### src/rtl/core/fdss_pkg.sv
`default_nettype none
// ----------------------------------------------------------------------------
// fdss_pkg
// Shared types, constants and the segment table for the four-digit
// seven-segment scan core.
// ----------------------------------------------------------------------------
package fdss_pkg;

  localparam int unsigned NUM_DIGITS = 4;

  // reciprocal constants, quotient = (x * RECIP) >> SHIFT, exact over the stated range
  localparam logic [28:0] RECIP_625  = 29'd439804652;  // x < 2^28, shift 38
  localparam int unsigned SHIFT_625  = 38;
  localparam logic [14:0] RECIP_1000 = 15'd16778;      // x < 10000, shift 24
  localparam logic [9:0]  RECIP_100  = 10'd656;        // x < 1000, shift 16
  localparam logic [6:0]  RECIP_10   = 7'd103;         // x < 100, shift 10

  localparam logic [9:0] DIV_625  = 10'd625;
  localparam logic [9:0] DIV_1000 = 10'd1000;
  localparam logic [6:0] DIV_100  = 7'd100;
  localparam logic [3:0] DIV_10   = 4'd10;

  localparam logic [7:0] BLANK_PATTERN = 8'h00;
  localparam logic [3:0] SELECT_TOP    = 4'b1000;
  localparam logic [1:0] POS_LAST      = 2'd3;

  typedef struct packed {
    logic [3:0] d3;
    logic [3:0] d2;
    logic [3:0] d1;
    logic [3:0] d0;
  } digits_t;

  // common-cathode pattern, bit 0 segment a
  function automatic logic [7:0] seg_pattern(input logic [3:0] d);
    logic [7:0] p;
    case (d)
      4'd0: p = 8'h3F;
      4'd1: p = 8'h06;
      4'd2: p = 8'h5B;
      4'd3: p = 8'h4F;
      4'd4: p = 8'h66;
      4'd5: p = 8'h6D;
      4'd6: p = 8'h7D;
      4'd7: p = 8'h27;
      4'd8: p = 8'h7F;
      4'd9: p = 8'h67;
      default: p = BLANK_PATTERN;
    endcase
    return p;
  endfunction

endpackage
`default_nettype wire

### src/rtl/core/fdss_digits.sv
`default_nettype none
// ----------------------------------------------------------------------------
// fdss_digits
// Nine-stage pipeline that takes a 32-bit value modulo 10000 and splits the
// result into four decimal digits with reciprocal multiplies.
// ----------------------------------------------------------------------------
module fdss_digits (
  input  wire logic             clk,
  input  wire logic             rst_n,
  input  wire logic             in_valid,
  input  wire logic [31:0]      in_value,
  output logic                  dig_valid,
  output fdss_pkg::digits_t     dig
);

  // valid bits
  logic [8:0] vld_r;

  // stage 1: (value >> 4) * recip(625)
  logic [56:0] prod1_nxt, prod1_r;
  logic [27:0] q1_r;
  logic [3:0]  low1_r;

  // stage 2: quotient * 625
  logic [18:0] quo2;
  logic [27:0] quo625_nxt, quo625_r, q2_r;
  logic [3:0]  low2_r;

  // stage 3: m = value mod 10000, times recip(1000)
  logic [27:0] diff3;
  logic [13:0] m3_nxt, m3_r;
  logic [28:0] p3_nxt, p3_r;

  // stage 4: thousands digit and its weight
  logic [3:0]  d3_4;
  logic [13:0] t4_nxt, t4_r, m4_r;
  logic [3:0]  d3_4_r;

  // stage 5: r3 = m mod 1000, times recip(100)
  logic [13:0] diff5;
  logic [9:0]  r3_5;
  logic [19:0] p5_nxt, p5_r;
  logic [9:0]  r3_5_r;
  logic [3:0]  d3_5_r;

  // stage 6: hundreds digit and its weight
  logic [3:0]  d2_6;
  logic [9:0]  t6_nxt, t6_r, r3_6_r;
  logic [3:0]  d3_6_r, d2_6_r;

  // stage 7: r2 = m mod 100, times recip(10)
  logic [9:0]  diff7;
  logic [6:0]  r2_7;
  logic [13:0] p7_nxt, p7_r;
  logic [6:0]  r2_7_r;
  logic [3:0]  d3_7_r, d2_7_r;

  // stage 8: tens digit and its weight
  logic [3:0]  d1_8;
  logic [6:0]  t8_nxt, t8_r, r2_8_r;
  logic [3:0]  d3_8_r, d2_8_r, d1_8_r;

  // stage 9: ones digit
  logic [6:0]  diff9;
  fdss_pkg::digits_t dig_nxt, dig_r;

  assign prod1_nxt  = 57'(in_value[31:4]) * 57'(fdss_pkg::RECIP_625);

  assign quo2       = prod1_r[56:fdss_pkg::SHIFT_625];
  assign quo625_nxt = 28'(quo2) * 28'(fdss_pkg::DIV_625);

  assign diff3      = q2_r - quo625_r;
  assign m3_nxt     = {diff3[9:0], low2_r};
  assign p3_nxt     = 29'(m3_nxt) * 29'(fdss_pkg::RECIP_1000);

  assign d3_4       = p3_r[27:24];
  assign t4_nxt     = 14'(d3_4) * 14'(fdss_pkg::DIV_1000);

  assign diff5      = m4_r - t4_r;
  assign r3_5       = diff5[9:0];
  assign p5_nxt     = 20'(r3_5) * 20'(fdss_pkg::RECIP_100);

  assign d2_6       = p5_r[19:16];
  assign t6_nxt     = 10'(d2_6) * 10'(fdss_pkg::DIV_100);

  assign diff7      = r3_6_r - t6_r;
  assign r2_7       = diff7[6:0];
  assign p7_nxt     = 14'(r2_7) * 14'(fdss_pkg::RECIP_10);

  assign d1_8       = p7_r[13:10];
  assign t8_nxt     = 7'(d1_8) * 7'(fdss_pkg::DIV_10);

  assign diff9      = r2_8_r - t8_r;

  always_comb begin
    dig_nxt.d3 = d3_8_r;
    dig_nxt.d2 = d2_8_r;
    dig_nxt.d1 = d1_8_r;
    dig_nxt.d0 = diff9[3:0];
  end

  always_ff @(posedge clk) begin
    if (!rst_n) begin
      vld_r <= '0;
    end else begin
      vld_r <= {vld_r[7:0], in_valid};
    end
  end

  always_ff @(posedge clk) begin
    prod1_r  <= prod1_nxt;
    q1_r     <= in_value[31:4];
    low1_r   <= in_value[3:0];

    quo625_r <= quo625_nxt;
    q2_r     <= q1_r;
    low2_r   <= low1_r;

    m3_r     <= m3_nxt;
    p3_r     <= p3_nxt;

    t4_r     <= t4_nxt;
    m4_r     <= m3_r;
    d3_4_r   <= d3_4;

    p5_r     <= p5_nxt;
    r3_5_r   <= r3_5;
    d3_5_r   <= d3_4_r;

    t6_r     <= t6_nxt;
    r3_6_r   <= r3_5_r;
    d3_6_r   <= d3_5_r;
    d2_6_r   <= d2_6;

    p7_r     <= p7_nxt;
    r2_7_r   <= r2_7;
    d3_7_r   <= d3_6_r;
    d2_7_r   <= d2_6_r;

    t8_r     <= t8_nxt;
    r2_8_r   <= r2_7_r;
    d3_8_r   <= d3_7_r;
    d2_8_r   <= d2_7_r;
    d1_8_r   <= d1_8;

    dig_r    <= dig_nxt;
  end

  assign dig_valid = vld_r[8];
  assign dig       = dig_r;

endmodule
`default_nettype wire

### src/rtl/core/four_digit_seven_segment_scan_core.sv
`default_nettype none
// ----------------------------------------------------------------------------
// four_digit_seven_segment_scan_core
// Shows the four lowest decimal digits of a 32-bit value as a four-step
// multiplexed scan of active-low seven-segment drives, ones digit first.
// ----------------------------------------------------------------------------
// An item is taken when start is high and busy is low. Its first result
// strobes after the nine-stage digit pipeline and the scan register, and the
// remaining three follow, one per cycle. The receiver cannot stall: out_strobe
// marks each result for exactly one cycle. Each accept sets a down-counter that
// holds busy high, spacing items by the time the single result port needs to
// scan out four digits; a new item can enter before the last leaves the
// pipeline. A zero thousands digit is blanked (segment drive all ones).
module four_digit_seven_segment_scan_core (
  input  wire logic        clk,
  input  wire logic        rst_n,
  input  wire logic        start,
  output logic             busy,
  input  wire logic [31:0] in_value,
  output logic             out_strobe,
  output logic [1:0]       out_position,
  output logic [3:0]       out_module_select,
  output logic [7:0]       out_segment_drive,
  output logic             out_last
);

  logic              accept;
  logic [1:0]        busy_cnt_r, busy_cnt_nxt;
  logic              dig_valid;
  fdss_pkg::digits_t dig;

  logic              strobe_r, strobe_nxt;
  logic [1:0]        pos_r, pos_nxt;
  logic [7:0]        seg_r, seg_nxt;
  logic [23:0]       shift_r, shift_nxt;
  logic [7:0]        pat3;

  assign accept = start && !busy;
  assign busy   = (busy_cnt_r != 2'd0);

  always_comb begin
    busy_cnt_nxt = busy_cnt_r;
    if (accept) begin
      busy_cnt_nxt = 2'd3;
    end else if (busy) begin
      busy_cnt_nxt = busy_cnt_r - 2'd1;
    end
  end

  fdss_digits u_digits (
    .clk       (clk),
    .rst_n     (rst_n),
    .in_valid  (accept),
    .in_value  (in_value),
    .dig_valid (dig_valid),
    .dig       (dig)
  );

  // thousands digit blanked when zero
  assign pat3 = (dig.d3 == 4'd0) ? fdss_pkg::BLANK_PATTERN : fdss_pkg::seg_pattern(dig.d3);

  always_comb begin
    strobe_nxt = 1'b0;
    pos_nxt    = pos_r;
    seg_nxt    = seg_r;
    shift_nxt  = shift_r;
    if (dig_valid) begin
      strobe_nxt = 1'b1;
      pos_nxt    = 2'd0;
      seg_nxt    = ~fdss_pkg::seg_pattern(dig.d0);
      shift_nxt  = {~pat3, ~fdss_pkg::seg_pattern(dig.d2), ~fdss_pkg::seg_pattern(dig.d1)};
    end else if (strobe_r && pos_r != fdss_pkg::POS_LAST) begin
      strobe_nxt = 1'b1;
      pos_nxt    = pos_r + 2'd1;
      seg_nxt    = shift_r[7:0];
      shift_nxt  = {8'h00, shift_r[23:8]};
    end
  end

  always_ff @(posedge clk) begin
    if (!rst_n) begin
      busy_cnt_r <= 2'd0;
      strobe_r   <= 1'b0;
      pos_r      <= 2'd0;
    end else begin
      busy_cnt_r <= busy_cnt_nxt;
      strobe_r   <= strobe_nxt;
      pos_r      <= pos_nxt;
    end
  end

  always_ff @(posedge clk) begin
    seg_r   <= seg_nxt;
    shift_r <= shift_nxt;
  end

  assign out_strobe        = strobe_r;
  assign out_position      = pos_r;
  assign out_module_select = fdss_pkg::SELECT_TOP >> pos_r;
  assign out_segment_drive = seg_r;
  assign out_last          = (pos_r == fdss_pkg::POS_LAST);

  // scan steps through positions in order without gaps
  a_scan_order: assert property (@(posedge clk) disable iff (!rst_n)
    (out_strobe && out_position != 2'd0) |->
      ($past(out_strobe) && out_position == $past(out_position) + 2'd1))
    else $error("scan position out of order");

  a_accept_busy: assert property (@(posedge clk) disable iff (!rst_n)
    accept |=> busy ##1 busy ##1 busy)
    else $error("busy not held after accept");

  a_select_onehot: assert property (@(posedge clk) disable iff (!rst_n)
    out_strobe |-> $onehot(out_module_select))
    else $error("module select not one-hot");

  a_new_scan: assert property (@(posedge clk) disable iff (!rst_n)
    (out_strobe && out_position == 2'd0) |-> !$past(out_strobe) || $past(out_last))
    else $error("scan restarted before the previous one finished");

endmodule
`default_nettype wire
### config.mk
export PLATFORM = sky130hd
export DESIGN_NAME = four_digit_seven_segment_scan_core
export DESIGN_NICKNAME = d
export VERILOG_FILES = /design/src/rtl/core/fdss_pkg.sv /design/src/rtl/core/fdss_digits.sv /design/src/rtl/core/four_digit_seven_segment_scan_core.sv
export SDC_FILE = /design/constraint.sdc
export NUM_CORES = 1
export LEC_CHECK = 0
export BUFFER_PORTS_ARGS = -buffer_cell sky130_fd_sc_hd__clkbuf_2
export CAP_MARGIN = 10
export CELL_PAD_IN_SITES_DETAIL_PLACEMENT = 0
export CELL_PAD_IN_SITES_GLOBAL_PLACEMENT = 1
export CORE_ASPECT_RATIO = 0.7
export CORE_MARGIN = 1.5
export CORE_UTILIZATION = 55
export CTS_BUF_LIST = sky130_fd_sc_hd__clkbuf_16
export DETAILED_ROUTE_END_ITERATION = 12
export GPL_ROUTABILITY_DRIVEN = 0
export PLACE_DENSITY = 0.86
export REMOVE_ABC_BUFFERS = 1
export SLEW_MARGIN = 20
export SYNTH_ARGS = -nofsm -noshare
export SYNTH_HDL_FRONTEND = slang
export SYNTH_SLANG_ARGS = --single-unit
### constraint.sdc
create_clock -name clk -period 12.15 [get_ports clk]
set_clock_uncertainty 0.05 [all_clocks]
set_input_delay 1.215 -clock clk [delete_from_list [all_inputs] [get_ports clk]]
set_output_delay 1.215 -clock clk [all_outputs]
set_load 0.01 [all_outputs]
==> summary.md <==
| Metric | Value |
|---|---|
| Number of hold-repair buffers added at the cts stage | `0` |
| Highest attainable clock frequency | `142 MHz` |
| Global route overflow | `0` |
| Post-synthesis instance total | `approximately 2200` |
| Number of max-cap violations | `0` |
| Data arrival time at the worst-slack endpoint | `roughly 7.4 ns` |
| Width of the die | `~250 um` |
| Number of sinks handled by clock tree synthesis | `roughly 220` |
| Metal-1 WL | `~24000 um` |
| Vias/cell | `5.13` |
| Uppermost routed layer | `met5` |
| Worst-skew pair later-pin latency | `~0.49 ns` |
| Met2 routed WL | `between 20000 and 25000 um` |
| Final critical-path share of the clock period | `between 50% and 60%` |
| Clock buffers created by TritonCTS | `21` |
| Type of destination of the critical path | `register` |
| Number of hold-slack violations in the final timing report | `0` |
| Antenna diodes | `0` |
| Number of global-route vias before repair | `between 15000 and 20000` |
| Initial antenna violation count | `2` |
| Core region area | `approximately 42000 um2` |
| Final routed DRC violation total | `0` |
| Bufs on Longest Clock Path | `3` |
| Cell chosen for the clock root | `sky130_fd_sc_hd__clkbuf_16` |
| Global-route wire length before repair | `83700 um` |
| CTS tree | `built` |
| Sequential share of the synthesized area | `a little over 20%` |
| Detailed-router iteration count before antenna repair | `5` |
| Layout cells sized above 1 | `under 10%` |
| Share of flip-flops with an asynchronous set or reset | `0%` |
| Minimum clock period after layout | `roughly 7 ns` |
| Cell accounting for the most synthesized area | `sky130_fd_sc_hd__fa_1` |
| Normalized max-slew margin | `between 40 and 50%` |
| Dpl hpwl | `44300 um` |
| Final Max Tran Viols | `0` |
| Sum of negative setup slack | `0 ns` |
| Number of flip-flops and latches in the synthesized netlist | `roughly 220` |
| Post-CTS sizing | `0` |
| I/O pin total | `52` |
| Critical path required time | `around 13 ns` |
| Chip Height | `177 um` |
| Global Route Usage Sum | `24.5%` |
| Area growth syn-to-layout | `6.77%` |
| Top-area cell type share of the netlist area | `31.1%` |
| Final ANT Viol Nets | `0` |
| Setup repair bufs after CTS | `0` |
| Number of library cell types mapped by synthesis | `59` |
| Run status | `completed` |
| Die area | `around 44000 um2` |
| Type of the worst setup path | `in -> reg` |
| Critical-path maximum fanout | `10` |
| Starting density of the core | `55.9%` |
| Number of port buffers | `about 50` |
| Largest net degree at the start of global routing | `35` |
| Total via count in the routed design | `14700` |
| Routed met3 length | `about 4700 um` |
| Most common cell after layout, fill and taps aside | `sky130_fd_sc_hd__inv_1` |
| Warnings from Yosys | `0` |
| Number of placement rows | `63` |
| Commonest register cell after synthesis | `sky130_fd_sc_hd__dfxtp_1` |
| Avg Cell Area, Syn | `10.6 um2` |
| Leading cell types in the layout, fill and taps excluded | `735 x sky130_fd_sc_hd__inv_1, 463 x sky130_fd_sc_hd__ha_1, 368 x sky130_fd_sc_hd__fa_1` |
| RSZ-0062 raised after global routing | `no` |
| Net total in the final layout | `between 3000 and 4000` |
| Top area cells in the synthesized netlist | `sky130_fd_sc_hd__fa_1 31%, sky130_fd_sc_hd__ha_1 24%, sky130_fd_sc_hd__dfxtp_1 16%` |
| Setup-failing EPs final | `0` |
| Number of violations reported at the end of detailed-routing iteration 0 | `between 700 and 800` |
| Class of the most critical hold timing path | `reg -> reg` |
| Routed Wire Length | `approximately 51000 um` |
| Combined area of all synthesized cells | `roughly 24000 um2` |
| DR WL/cell | `approximately 18 um` |
| Number of synthesized flops with an enable pin | `32` |
| Least-Margin Pin Slew | `around 0.8 ns` |
| CP Launch Type | `primary input` |
| H-tree levels | `1` |
| Clock-pin slew reported for the worst setup and hold paths after clock tree synthesis | `0.07 ns` |
==> critical path, stage by stage <==
cell                       delay (ns)
sky130_fd_sc_hd__clkbuf_2        0.22
sky130_fd_sc_hd__ha_1            0.40
sky130_fd_sc_hd__xor2_1          0.47
sky130_fd_sc_hd__ha_1            0.25
sky130_fd_sc_hd__nor2_1          0.09
sky130_fd_sc_hd__fa_1            0.52
sky130_fd_sc_hd__inv_1           0.05
sky130_fd_sc_hd__fa_1            0.51
sky130_fd_sc_hd__fa_1            0.53
sky130_fd_sc_hd__fa_1            0.54
sky130_fd_sc_hd__inv_1           0.05
sky130_fd_sc_hd__fa_1            0.53
sky130_fd_sc_hd__inv_1           0.04
sky130_fd_sc_hd__ha_1            0.31
sky130_fd_sc_hd__nand4_1         0.18
sky130_fd_sc_hd__nor3_1          0.34
sky130_fd_sc_hd__nand3_1         0.13
sky130_fd_sc_hd__a31oi_1         0.41
sky130_fd_sc_hd__o211ai_1        0.23
sky130_fd_sc_hd__and3_1          0.20
sky130_fd_sc_hd__nor3_1          0.17
==> synthesized netlist by cell type, types with 9 or more instances <==
cell type,n
sky130_fd_sc_hd__dfxtp_1,192
sky130_fd_sc_hd__and3_1,12
sky130_fd_sc_hd__nand3_1,16
sky130_fd_sc_hd__nand2_1,23
sky130_fd_sc_hd__mux2i_1,21
sky130_fd_sc_hd__xor2_1,28
sky130_fd_sc_hd__fa_1,368
sky130_fd_sc_hd__a21boi_0,9
sky130_fd_sc_hd__nor3_1,12
sky130_fd_sc_hd__nand2b_1,12
sky130_fd_sc_hd__a21o_1,29
sky130_fd_sc_hd__a21oi_1,50
sky130_fd_sc_hd__nor2_1,28
sky130_fd_sc_hd__and2_1,14
sky130_fd_sc_hd__inv_1,735
sky130_fd_sc_hd__o22ai_1,19
sky130_fd_sc_hd__ha_1,463
sky130_fd_sc_hd__edfxtp_1,32
sky130_fd_sc_hd__o21ai_0,25
sky130_fd_sc_hd__xnor2_1,47
sky130_fd_sc_hd__clkbuf_1,11
sky130_fd_sc_hd__nand4_1,9
==> final timing paths <==
kind                               end  slack [ns]            startpoint  cells after the start
setup / recovery  u_digits.prod1_r[47]        5.10           in_value[7]                     21
hold / removal      u_digits.d2_8_r[2]        0.27    u_digits.d2_7_r[2]                      0
setup reg to reg     u_digits.p3_r[27]        5.59  u_digits.quo625_r[1]                     23
hold reg to reg     u_digits.d2_8_r[2]        0.27    u_digits.d2_7_r[2]                      0
==> cell families after synthesis <==
family / after synthesis / synth area share (%)
compound gates: 193 / 5.51
mux: 21 / 0.886
flops: 224 / 20.3
buf+inv: 750 / 11.9
simple gates: 147 / 3.22
fa+ha+maj: 831 / 55.5
xor+xnor: 75 / 2.77
==> layer usage <==
layer  vias up  global-route usage (%)
li1       6996                       -
met1      7217                    35.1
met2       408                    36.2
met3        98                    7.72
met4         4                    5.77
met5         -                       0
==> metrics by stage <==
stage	worst slack, ns	cells	utilization [%]	instance area [um2]	hold WS, ns
CTS	5.18	2869	59.7	25300	0.274
detailed placement	4.68	2832	58.1	24600	0.262
global placement	4.86	2832	58.1	24600	0.260
floorplan	5.53	2226	-	23700	0.260
global route	4.77	2869	59.7	25300	0.279
finish	5.10	2869	59.7	25300	0.267
==> layout make-up <==
| cell class | count | area (um2) |
|---|---|---|
| fill | 3506 | 17100 |
| multi-input combinational | 1267 | 16100 |
| sequential | 224 | 4800 |
| inverter | 735 | 2760 |
| tap | 552 | 691 |
| clock buffer | 22 | 551 |
| timing repair buffer | 54 | 278 |
| clock inverter | 15 | 148 |
Power is left out: the tool's default activity adds up to more than one toggle a clock period on the data nets, which glitch-free logic cannot reach.
